<file path="config.mk">
export PLATFORM = sky130hd
export DESIGN_NAME = band_level_meter_peak_hold
export DESIGN_NICKNAME = d
export VERILOG_FILES = /design/src/hdl/blm_pkg.sv /design/src/hdl/band_level_meter_peak_hold.sv /design/src/hdl/blm_band_mem.sv /design/src/hdl/blm_div.sv
export SDC_FILE = /design/constraint.sdc
export NUM_CORES = 1
export LEC_CHECK = 0
export BUFFER_PORTS_ARGS = -buffer_cell sky130_fd_sc_hd__buf_2
export CORE_MARGIN = 2
export CORE_UTILIZATION = 56
export CTS_BUF_LIST = sky130_fd_sc_hd__clkbuf_4 sky130_fd_sc_hd__clkbuf_8
export DETAILED_ROUTE_END_ITERATION = 10
export PLACE_DENSITY = 0.87
export REMOVE_ABC_BUFFERS = 1
export SYNTH_ARGS = -nofsm -noshare
export SYNTH_HDL_FRONTEND = slang
export SYNTH_SLANG_ARGS = --single-unit
</file>
<file path="constraint.sdc">
create_clock -name clk -period 9.4 [get_ports clk]
set_input_delay 0.47 -clock clk [delete_from_list [all_inputs] [get_ports clk]]
set_output_delay 0.47 -clock clk [all_outputs]
set_load 0.05 [all_outputs]
</file>
<file path="src/hdl/blm_pkg.sv">
`default_nettype none

package blm_pkg;

  // Field widths of the item and result transactions.
  localparam int BAND_W  = 5;
  localparam int LEVEL_W = 8;
  localparam int AGE_W   = 10;

  // Default number of bands held in the band memory.
  localparam int BANDS_DEFAULT = 32;

  // Width used to compare a band number against the band count.
  localparam int BAND_CMP_W = 9;

  // Bar and roof rules.
  localparam logic [LEVEL_W-1:0] SMALL_RISE = LEVEL_W'(4);
  localparam logic [AGE_W-1:0]   AGE_MAX    = {AGE_W{1'b1}};

  // Division by three as a multiplication by a scaled reciprocal.
  // Exact for every dividend below 2**RECIP3_SHIFT.
  localparam int RECIP3_SHIFT = 11;
  localparam int SUM_W        = LEVEL_W + 2;
  localparam logic [SUM_W-1:0] RECIP3 = SUM_W'(683);

  // Configuration registers.
  localparam int CFG_ADDR_W = 3;
  localparam int CFG_DATA_W = 32;
  localparam int CFG_REG_W  = 8;
  localparam logic [CFG_REG_W-1:0] HOLD_RESET = CFG_REG_W'(32);
  localparam logic [CFG_REG_W-1:0] DIV_RESET  = CFG_REG_W'(26);
  localparam logic REG_HOLD_TIME     = 1'b0;
  localparam logic REG_DECAY_DIVISOR = 1'b1;

  // Item transaction.
  typedef struct packed {
    logic [BAND_W-1:0]  band;
    logic [LEVEL_W-1:0] level;
  } in_t;

  // Result transaction.
  typedef struct packed {
    logic [BAND_W-1:0]  band_out;
    logic [LEVEL_W-1:0] bar_height;
    logic [LEVEL_W-1:0] roof_height;
  } out_t;

  // One band memory entry.
  typedef struct packed {
    logic [LEVEL_W-1:0] bar;
    logic [LEVEL_W-1:0] roof;
    logic [AGE_W-1:0]   age;
  } entry_t;

  // Item sequencer states.
  typedef enum logic [1:0] {
    ST_IDLE,
    ST_READ,
    ST_DIV,
    ST_FIN
  } state_t;

endpackage

`default_nettype wire

</file>
<file path="src/hdl/band_level_meter_peak_hold.sv">
// Peak-hold level meter with a decaying roof, one spectrum band per transaction.
// Input channel (in_valid, in_stall, in_data): a band number and a level already
// mapped to bar height. Result channel (out_valid, out_stall, out_data): the
// band, the smoothed bar height and the roof height shown for this frame.
// Configuration is an APB-style port: hold_time at byte address 0 and
// decay_divisor at byte address 4; write it only while the block is idle.
// Per band the bar, roof and roof age live in one band memory with a registered
// read; each item is a read, an update and a write-back. A new item is accepted
// only after the previous one is written back, and its result is registered in
// the finish step. When the roof is falling, a bit-serial divider computes
// age / decay_divisor, one quotient bit per cycle, and the item waits in a
// divide step until the quotient is ready.
// The next item is accepted while the previous result waits in the output
// register; a stalled receiver holds that register and, once a second result is
// ready, holds the block in its finish step until the slot frees.
// Reset clears the output valid bit, the sequencer and the valid bits of the
// band memory, so every band starts with bar, roof and age at zero; the
// registers return to hold_time 32 and decay_divisor 26.
`default_nettype none

module band_level_meter_peak_hold #(
  parameter int BANDS = blm_pkg::BANDS_DEFAULT
) (
  input  wire logic                             clk,
  input  wire logic                             rst_n,
  input  wire logic                             in_valid,
  output logic                                  in_stall,
  input  wire blm_pkg::in_t                     in_data,
  output logic                                  out_valid,
  input  wire logic                             out_stall,
  output blm_pkg::out_t                         out_data,
  input  wire logic                             cfg_psel,
  input  wire logic                             cfg_penable,
  input  wire logic                             cfg_pwrite,
  input  wire logic [blm_pkg::CFG_ADDR_W-1:0]   cfg_paddr,
  input  wire logic [blm_pkg::CFG_DATA_W-1:0]   cfg_pwdata,
  output logic [blm_pkg::CFG_DATA_W-1:0]        cfg_prdata,
  output logic                                  cfg_pready
);

  localparam int AW   = (BANDS > 1) ? $clog2(BANDS) : 1;
  localparam int LW   = blm_pkg::LEVEL_W;
  localparam int GW   = blm_pkg::AGE_W;
  localparam int SW   = blm_pkg::SUM_W;
  localparam int RW   = blm_pkg::CFG_REG_W;
  localparam int CMPW = blm_pkg::BAND_CMP_W;

  // Configuration registers.
  logic [RW-1:0] hold_r;
  logic [RW-1:0] decay_r;
  logic          cfg_wr;

  assign cfg_pready = 1'b1;
  assign cfg_wr     = cfg_psel && cfg_penable && cfg_pwrite;

  always_ff @(posedge clk) begin
    if (!rst_n) begin
      hold_r  <= blm_pkg::HOLD_RESET;
      decay_r <= blm_pkg::DIV_RESET;
    end else if (cfg_wr) begin
      unique case (cfg_paddr[2])
        blm_pkg::REG_HOLD_TIME:     hold_r  <= cfg_pwdata[RW-1:0];
        blm_pkg::REG_DECAY_DIVISOR: decay_r <= cfg_pwdata[RW-1:0];
        default:                    hold_r  <= hold_r;
      endcase
    end
  end

  always_comb begin
    unique case (cfg_paddr[2])
      blm_pkg::REG_HOLD_TIME:     cfg_prdata = {{(blm_pkg::CFG_DATA_W-RW){1'b0}}, hold_r};
      blm_pkg::REG_DECAY_DIVISOR: cfg_prdata = {{(blm_pkg::CFG_DATA_W-RW){1'b0}}, decay_r};
      default:                    cfg_prdata = '0;
    endcase
  end

  // Sequencer state and item registers.
  blm_pkg::state_t state_r, state_nxt;
  logic            in_acc;
  logic [LW-1:0]   level_r;
  logic [blm_pkg::BAND_W-1:0] band_r;
  logic [AW-1:0]   addr_r;
  logic            oor_r;
  logic [CMPW-1:0] band_ext;
  logic [AW-1:0]   in_addr;

  assign in_stall = (state_r != blm_pkg::ST_IDLE);
  assign in_acc   = in_valid && !in_stall;
  assign band_ext = {{(CMPW-blm_pkg::BAND_W){1'b0}}, in_data.band};
  assign in_addr  = band_ext[AW-1:0];

  always_ff @(posedge clk) begin
    if (in_acc) begin
      band_r  <= in_data.band;
      level_r <= in_data.level;
      addr_r  <= in_addr;
      oor_r   <= (band_ext >= CMPW'(BANDS));
    end
  end

  // Band memory: read at acceptance, written back in the finish step.
  blm_pkg::entry_t rd_ent, wr_ent;
  logic            mem_wr;

  blm_band_mem #(
    .BANDS (BANDS),
    .AW    (AW)
  ) u_mem (
    .clk     (clk),
    .rst_n   (rst_n),
    .rd_en   (in_acc),
    .rd_addr (in_addr),
    .rd_data (rd_ent),
    .wr_en   (mem_wr),
    .wr_addr (addr_r),
    .wr_data (wr_ent)
  );

  // Bar and roof update on the entry just read.
  logic [SW-1:0]    sum3;
  logic [2*SW-1:0]  prod3;
  logic [LW-1:0]    avg3;
  logic [LW-1:0]    bar_new;
  logic [LW-1:0]    roof_new;
  logic [GW-1:0]    age_new;
  logic             need_div;

  always_comb begin
    sum3  = {1'b0, rd_ent.bar, 1'b0} + {2'b00, level_r};
    prod3 = {{SW{1'b0}}, sum3} * {{SW{1'b0}}, blm_pkg::RECIP3};
    avg3  = prod3[blm_pkg::RECIP3_SHIFT +: LW];

    if ({1'b0, level_r} > ({1'b0, rd_ent.bar} + {1'b0, blm_pkg::SMALL_RISE})) begin
      bar_new = avg3;
    end else if (level_r < rd_ent.bar) begin
      bar_new = rd_ent.bar - LW'(1);
    end else begin
      bar_new = level_r;
    end

    if (bar_new > rd_ent.roof) begin
      roof_new = bar_new;
      age_new  = GW'(1);
    end else begin
      roof_new = rd_ent.roof;
      age_new  = rd_ent.age;
    end

    need_div = (age_new != '0) && (age_new > {{(GW-RW){1'b0}}, hold_r});
  end

  logic [LW-1:0] bar_r;
  logic [LW-1:0] roof_r;
  logic [GW-1:0] age_r;
  logic          need_div_r;

  always_ff @(posedge clk) begin
    if (state_r == blm_pkg::ST_READ) begin
      bar_r      <= oor_r ? '0 : bar_new;
      roof_r     <= oor_r ? '0 : roof_new;
      age_r      <= oor_r ? '0 : age_new;
      need_div_r <= !oor_r && need_div;
    end
  end

  // Roof fall: age divided by the decay divisor, a zero divisor taken as one.
  logic          div_start;
  logic          div_busy;
  logic [GW-1:0] div_quo;
  logic [RW-1:0] div_dvs;

  assign div_dvs = (decay_r == '0) ? RW'(1) : decay_r;

  blm_div u_div (
    .clk      (clk),
    .rst_n    (rst_n),
    .start    (div_start),
    .dividend (age_new),
    .divisor  (div_dvs),
    .busy     (div_busy),
    .quotient (div_quo)
  );

  // Aging of the roof for the next frame.
  logic [GW-1:0] fall;
  logic [LW-1:0] roof_fin;
  logic [GW-1:0] age_fin;

  always_comb begin
    fall = need_div_r ? div_quo : '0;
    if (age_r == '0) begin
      roof_fin = roof_r;
      age_fin  = '0;
    end else if (fall > {{(GW-LW){1'b0}}, roof_r}) begin
      roof_fin = '0;
      age_fin  = '0;
    end else begin
      roof_fin = roof_r - fall[LW-1:0];
      age_fin  = (age_r == blm_pkg::AGE_MAX) ? age_r : age_r + GW'(1);
    end
    wr_ent.bar  = bar_r;
    wr_ent.roof = roof_fin;
    wr_ent.age  = age_fin;
  end

  // Output register; it loads when empty or when its transaction completes.
  logic          out_valid_r;
  blm_pkg::out_t out_data_r;
  logic          out_free;
  logic          out_load;

  assign out_free = !out_valid_r || !out_stall;

  always_ff @(posedge clk) begin
    if (!rst_n) begin
      out_valid_r <= 1'b0;
    end else if (out_load) begin
      out_valid_r <= 1'b1;
    end else if (!out_stall) begin
      out_valid_r <= 1'b0;
    end
  end

  always_ff @(posedge clk) begin
    if (out_load) begin
      out_data_r.band_out    <= band_r;
      out_data_r.bar_height  <= bar_r;
      out_data_r.roof_height <= roof_r;
    end
  end

  assign out_valid = out_valid_r;
  assign out_data  = out_data_r;

  // Sequencer: one item at a time, so a band is never read while its update is open.
  always_ff @(posedge clk) begin
    if (!rst_n) begin
      state_r <= blm_pkg::ST_IDLE;
    end else begin
      state_r <= state_nxt;
    end
  end

  always_comb begin
    state_nxt = state_r;
    div_start = 1'b0;
    out_load  = 1'b0;
    mem_wr    = 1'b0;
    unique case (state_r)
      blm_pkg::ST_IDLE: begin
        if (in_acc) begin
          state_nxt = blm_pkg::ST_READ;
        end
      end
      blm_pkg::ST_READ: begin
        if (!oor_r && need_div) begin
          div_start = 1'b1;
          state_nxt = blm_pkg::ST_DIV;
        end else begin
          state_nxt = blm_pkg::ST_FIN;
        end
      end
      blm_pkg::ST_DIV: begin
        if (!div_busy) begin
          state_nxt = blm_pkg::ST_FIN;
        end
      end
      blm_pkg::ST_FIN: begin
        if (out_free) begin
          out_load  = 1'b1;
          mem_wr    = !oor_r;
          state_nxt = blm_pkg::ST_IDLE;
        end
      end
      default: state_nxt = blm_pkg::ST_IDLE;
    endcase
  end

endmodule

`default_nettype wire

</file>
<file path="src/hdl/blm_band_mem.sv">
`default_nettype none

module blm_band_mem #(
  parameter int BANDS = blm_pkg::BANDS_DEFAULT,
  parameter int AW    = 5
) (
  input  wire logic            clk,
  input  wire logic            rst_n,
  input  wire logic            rd_en,
  input  wire logic [AW-1:0]   rd_addr,
  output blm_pkg::entry_t      rd_data,
  input  wire logic            wr_en,
  input  wire logic [AW-1:0]   wr_addr,
  input  wire blm_pkg::entry_t wr_data
);

  blm_pkg::entry_t mem [BANDS];
  logic [BANDS-1:0] valid_r;
  blm_pkg::entry_t  rdata_r;
  logic             rvalid_r;

  // Synchronous write port; the valid bit marks an entry as written since reset.
  always_ff @(posedge clk) begin
    if (wr_en) begin
      mem[wr_addr] <= wr_data;
    end
  end

  always_ff @(posedge clk) begin
    if (!rst_n) begin
      valid_r <= '0;
    end else if (wr_en) begin
      valid_r[wr_addr] <= 1'b1;
    end
  end

  // Registered read port; an entry never written reads as zero.
  always_ff @(posedge clk) begin
    if (rd_en) begin
      rdata_r  <= mem[rd_addr];
      rvalid_r <= valid_r[rd_addr];
    end
  end

  assign rd_data = rvalid_r ? rdata_r : '0;

endmodule

`default_nettype wire

</file>
<file path="src/hdl/blm_div.sv">
`default_nettype none

module blm_div (
  input  wire logic                           clk,
  input  wire logic                           rst_n,
  input  wire logic                           start,
  input  wire logic [blm_pkg::AGE_W-1:0]      dividend,
  input  wire logic [blm_pkg::CFG_REG_W-1:0]  divisor,
  output logic                                busy,
  output logic [blm_pkg::AGE_W-1:0]           quotient
);

  localparam int QW = blm_pkg::AGE_W;
  localparam int DW = blm_pkg::CFG_REG_W;
  localparam int CW = $clog2(QW + 1);

  logic [QW-1:0] quo_r, quo_nxt;
  logic [DW-1:0] rem_r, rem_nxt;
  logic [DW-1:0] dvs_r;
  logic [CW-1:0] cnt_r, cnt_nxt;
  logic          busy_r, busy_nxt;
  logic [DW:0]   shifted;
  logic          fits;

  // One restoring step per cycle: shift in the next dividend bit and try a subtract.
  always_comb begin
    shifted  = {rem_r, quo_r[QW-1]};
    fits     = (shifted >= {1'b0, dvs_r});
    rem_nxt  = fits ? DW'(shifted - {1'b0, dvs_r}) : shifted[DW-1:0];
    quo_nxt  = {quo_r[QW-2:0], fits};
    cnt_nxt  = cnt_r - CW'(1);
    busy_nxt = (cnt_r != CW'(1));
  end

  always_ff @(posedge clk) begin
    if (!rst_n) begin
      busy_r <= 1'b0;
      cnt_r  <= '0;
    end else if (start) begin
      busy_r <= 1'b1;
      cnt_r  <= CW'(QW);
    end else if (busy_r) begin
      busy_r <= busy_nxt;
      cnt_r  <= cnt_nxt;
    end
  end

  always_ff @(posedge clk) begin
    if (start) begin
      quo_r <= dividend;
      rem_r <= '0;
      dvs_r <= divisor;
    end else if (busy_r) begin
      quo_r <= quo_nxt;
      rem_r <= rem_nxt;
    end
  end

  assign busy     = busy_r;
  assign quotient = quo_r;

endmodule

`default_nettype wire

</file>
==> results.toml <==
[critical_path]
reg2regPathDepth = 42
worstPathArrival_ns = 9.50
r2r_start = "u_mem.rvalid_r"
startpoint_type = "flip-flop"
crit_slowest_cell = "fa_1"
critical_path_class = "flip-flop to flip-flop"
cp_data_required_time_ns = 9.93
path_max_fanout = 9
crit_top_cell = "ha_1"
crit_path_end_kind = "flip-flop"
crit_start = "u_mem.rvalid_r"
critPathMaxStageDelay_ns = 0.47

[cts]
cts_tree = "built"
cts_inserted_buffers = 154
ctsRootBufferMaster = "clkbuf_8"
clk_path_buf_depth = 3
cts_sinks = 1002
path_clk_slew_ns = 0.06
h-tree-depth = 4
clock_latency_ns = 0.81

[power]
power_leakage_nw = 16.3
seqPwrFrac = 0.368
powerDensity_mw_per_mm2 = 392
switching_share = 0.366
p_int_mw = 11.8
total_power_mw = 18.7
pwr-share-comb = 0.442
power.switching_mw = 6.84
vdd_drop_max_mv = 0.616
clkPwrFrac = 0.190

[final_layout]
utilization = 0.638
drive_gt1_frac = 0.297
finish.net_count = 2668
area_growth_pct = 12.4
final_cell_mix = "edfxtp_1, mux4_2, clkbuf_8"
final_common_cell = "edfxtp_1"

[placement]
port_buffers = 59
dp_slack_ns = -0.141
gp_congestion = 0.859
dp_hpwl_um = 58300

[die]
ios = 111
row_count = 100
start_util = 0.567
chipHeight_um = 279
fp.dieW_um = 279
fp.dieArea_sq_mm = 0.0779
coreArea_sq_mm = 0.0747

[synthesis]
synth.avg_cell_area_sq_um = 18.8
synth-seq-cells = 1002
synth_edf_count = 938
synthArstFlopShare = 0
synthFlopType = "edfxtp_1"
ys_seq_area_frac = 0.695
syn_inst = 2254
ys_types = 70
yosys_warnings = 0
netlist_area_sq_mm = 0.0424

[sta]
period_minus_slack_ns = 8.97
setup_tns_ns = 0
setup_viol = 0
fmax_mhz = 112
worst_pin_slew_ns = 1.38
final.setup.worst_slack_ns = 0.433
period_share = 0.954
slew_headroom = 0.0821
hold_viol_final = 0
slew_violations = 0
skew_ns = 0.0412

[status]
outcome = "completed"

[route]
drtIter0Drc = 2725
drc = 0
via_count = 22600
routedWlPerCell_um = 28.0
drtAntennaViolNets = 0
drt-pass1-iter-count = 7
routed_wl_um = 99600
viasPerCell = 6.35

[grt]
grt_pass1_wl_um = 147000
grt_overflow = 0
grt_use_total = 0.261
antenna_found_initial = 5
grt_max_degree = 116
grt_pass1_vias = 23500

[hold_path]
min_path_type = "primary input to flip-flop"
min_path_cells = 4
hp-start = "in_valid"

[run]
maxCapViolations = 0
[metrics by stage]
step           cells  area (sq um)  hold WS [ns]
4_1_cts         3546         47400         0.110
6_report        3555         47600         0.181
2_1_floorplan   2151         41800         0.435
3_5_place_dp    3255         44200         0.453
3_3_place_gp    3255         44200         0.441
5_1_grt         3554         47600         0.217
[cells by family (layout without fill, tap and decap cells)]
group	count (synthesis)	count (layout)	share of synthesized area
other	2	26	0.000177
buffers and inverters	225	533	0.0248
flip-flops	1002	1002	0.695
AO/OA/AOI/OAI	215	215	0.0341
adder cells (fa/ha/maj)	147	147	0.0472
XOR/XNOR	46	46	0.00968
multiplexers	314	314	0.155
AND/OR/NAND/NOR	303	303	0.0344
[timing repair]
item	4_1_cts	5_1_grt
resized for setup	3	31
endpoints found under the hold margin	25	0
pin swaps	1	16
endpoints found under the setup margin	40	43
hold buffers	17	0
buffers inserted	0	7
[cells in the mapped netlist (29+ instances only)]
cell type  count  area share
mux4_2       270        0.14
o21a_1        41      0.0073
mux2_2        29      0.0077
nor2_1        75      0.0066
clkbuf_1      51      0.0045
dfxtp_1       64       0.030
nand2_1      102      0.0090
buf_4         35      0.0062
edfxtp_1     938        0.66
xnor2_1       31      0.0064
ha_1         124       0.037
o21ai_0       39      0.0046
inv_1         97      0.0086
[critical path, delay by kind of cell (launching register included)]
kind            cells  cell delay, ns
compound gates     16            3.05
xor+xnor            2            0.29
fa+ha+maj           9            2.81
buf+inv             8            0.99
flops               1            0.40
simple gates        7            1.13
[final timing paths]
path	slack (ns)	end
worst min register to register	0.47	u_mem.valid_r[21]
worst max-delay path	0.43	u_div.quotient[1]
worst max register to register	0.43	u_div.quotient[1]
worst min-delay path	0.18	state_r[1]
[flip-flops by register name (all words and copies together) (netlist names), 2 cells and up]
name / flops
u_mem.mem: 832
u_mem.valid_r: 32
u_mem.rdata_r: 26
out_data: 21
age_r: 10
u_div.quotient: 10
bar_r: 8
decay_r: 8
hold_r: 8
level_r: 8
roof_r: 8
u_div.dvs_r: 8
u_div.rem_r: 8
addr_r: 5
u_div.cnt_r: 4
state_r: 2
[layer usage]
layer	track usage	vias to the layer above	routed length [um]
met4	0.0907	0	2950
met2	0.428	1351	49200
met1	0.345	11600	37000
li1	-	9421	-
met5	0	-	0
met3	0.0644	223	10500
[power groups by stage]
stage | clock [mW] | combinational [mW] | sequential (mW)
2_1_floorplan | 0 | 5.09 | 6.89
3_5_place_dp | 0 | 7.66 | 6.96
6_report | 3.55 | 8.26 | 6.86
5_1_grt | 3.77 | 9.24 | 6.92
4_1_cts | 3.60 | 7.77 | 6.87
3_3_place_gp | 0 | 7.30 | 6.92
[area by class of cell]
class	count	area, sq um
diodes	1	2.50
clock buffers	224	2680
clock inverters	50	340
fillers	4701	27100
inverters	99	372
multi-input cells	1050	12400
flip-flops and latches	1002	29400
well taps	969	1210
repair buffers	160	1170
Note: power is estimated with default switching activity, not from simulation.
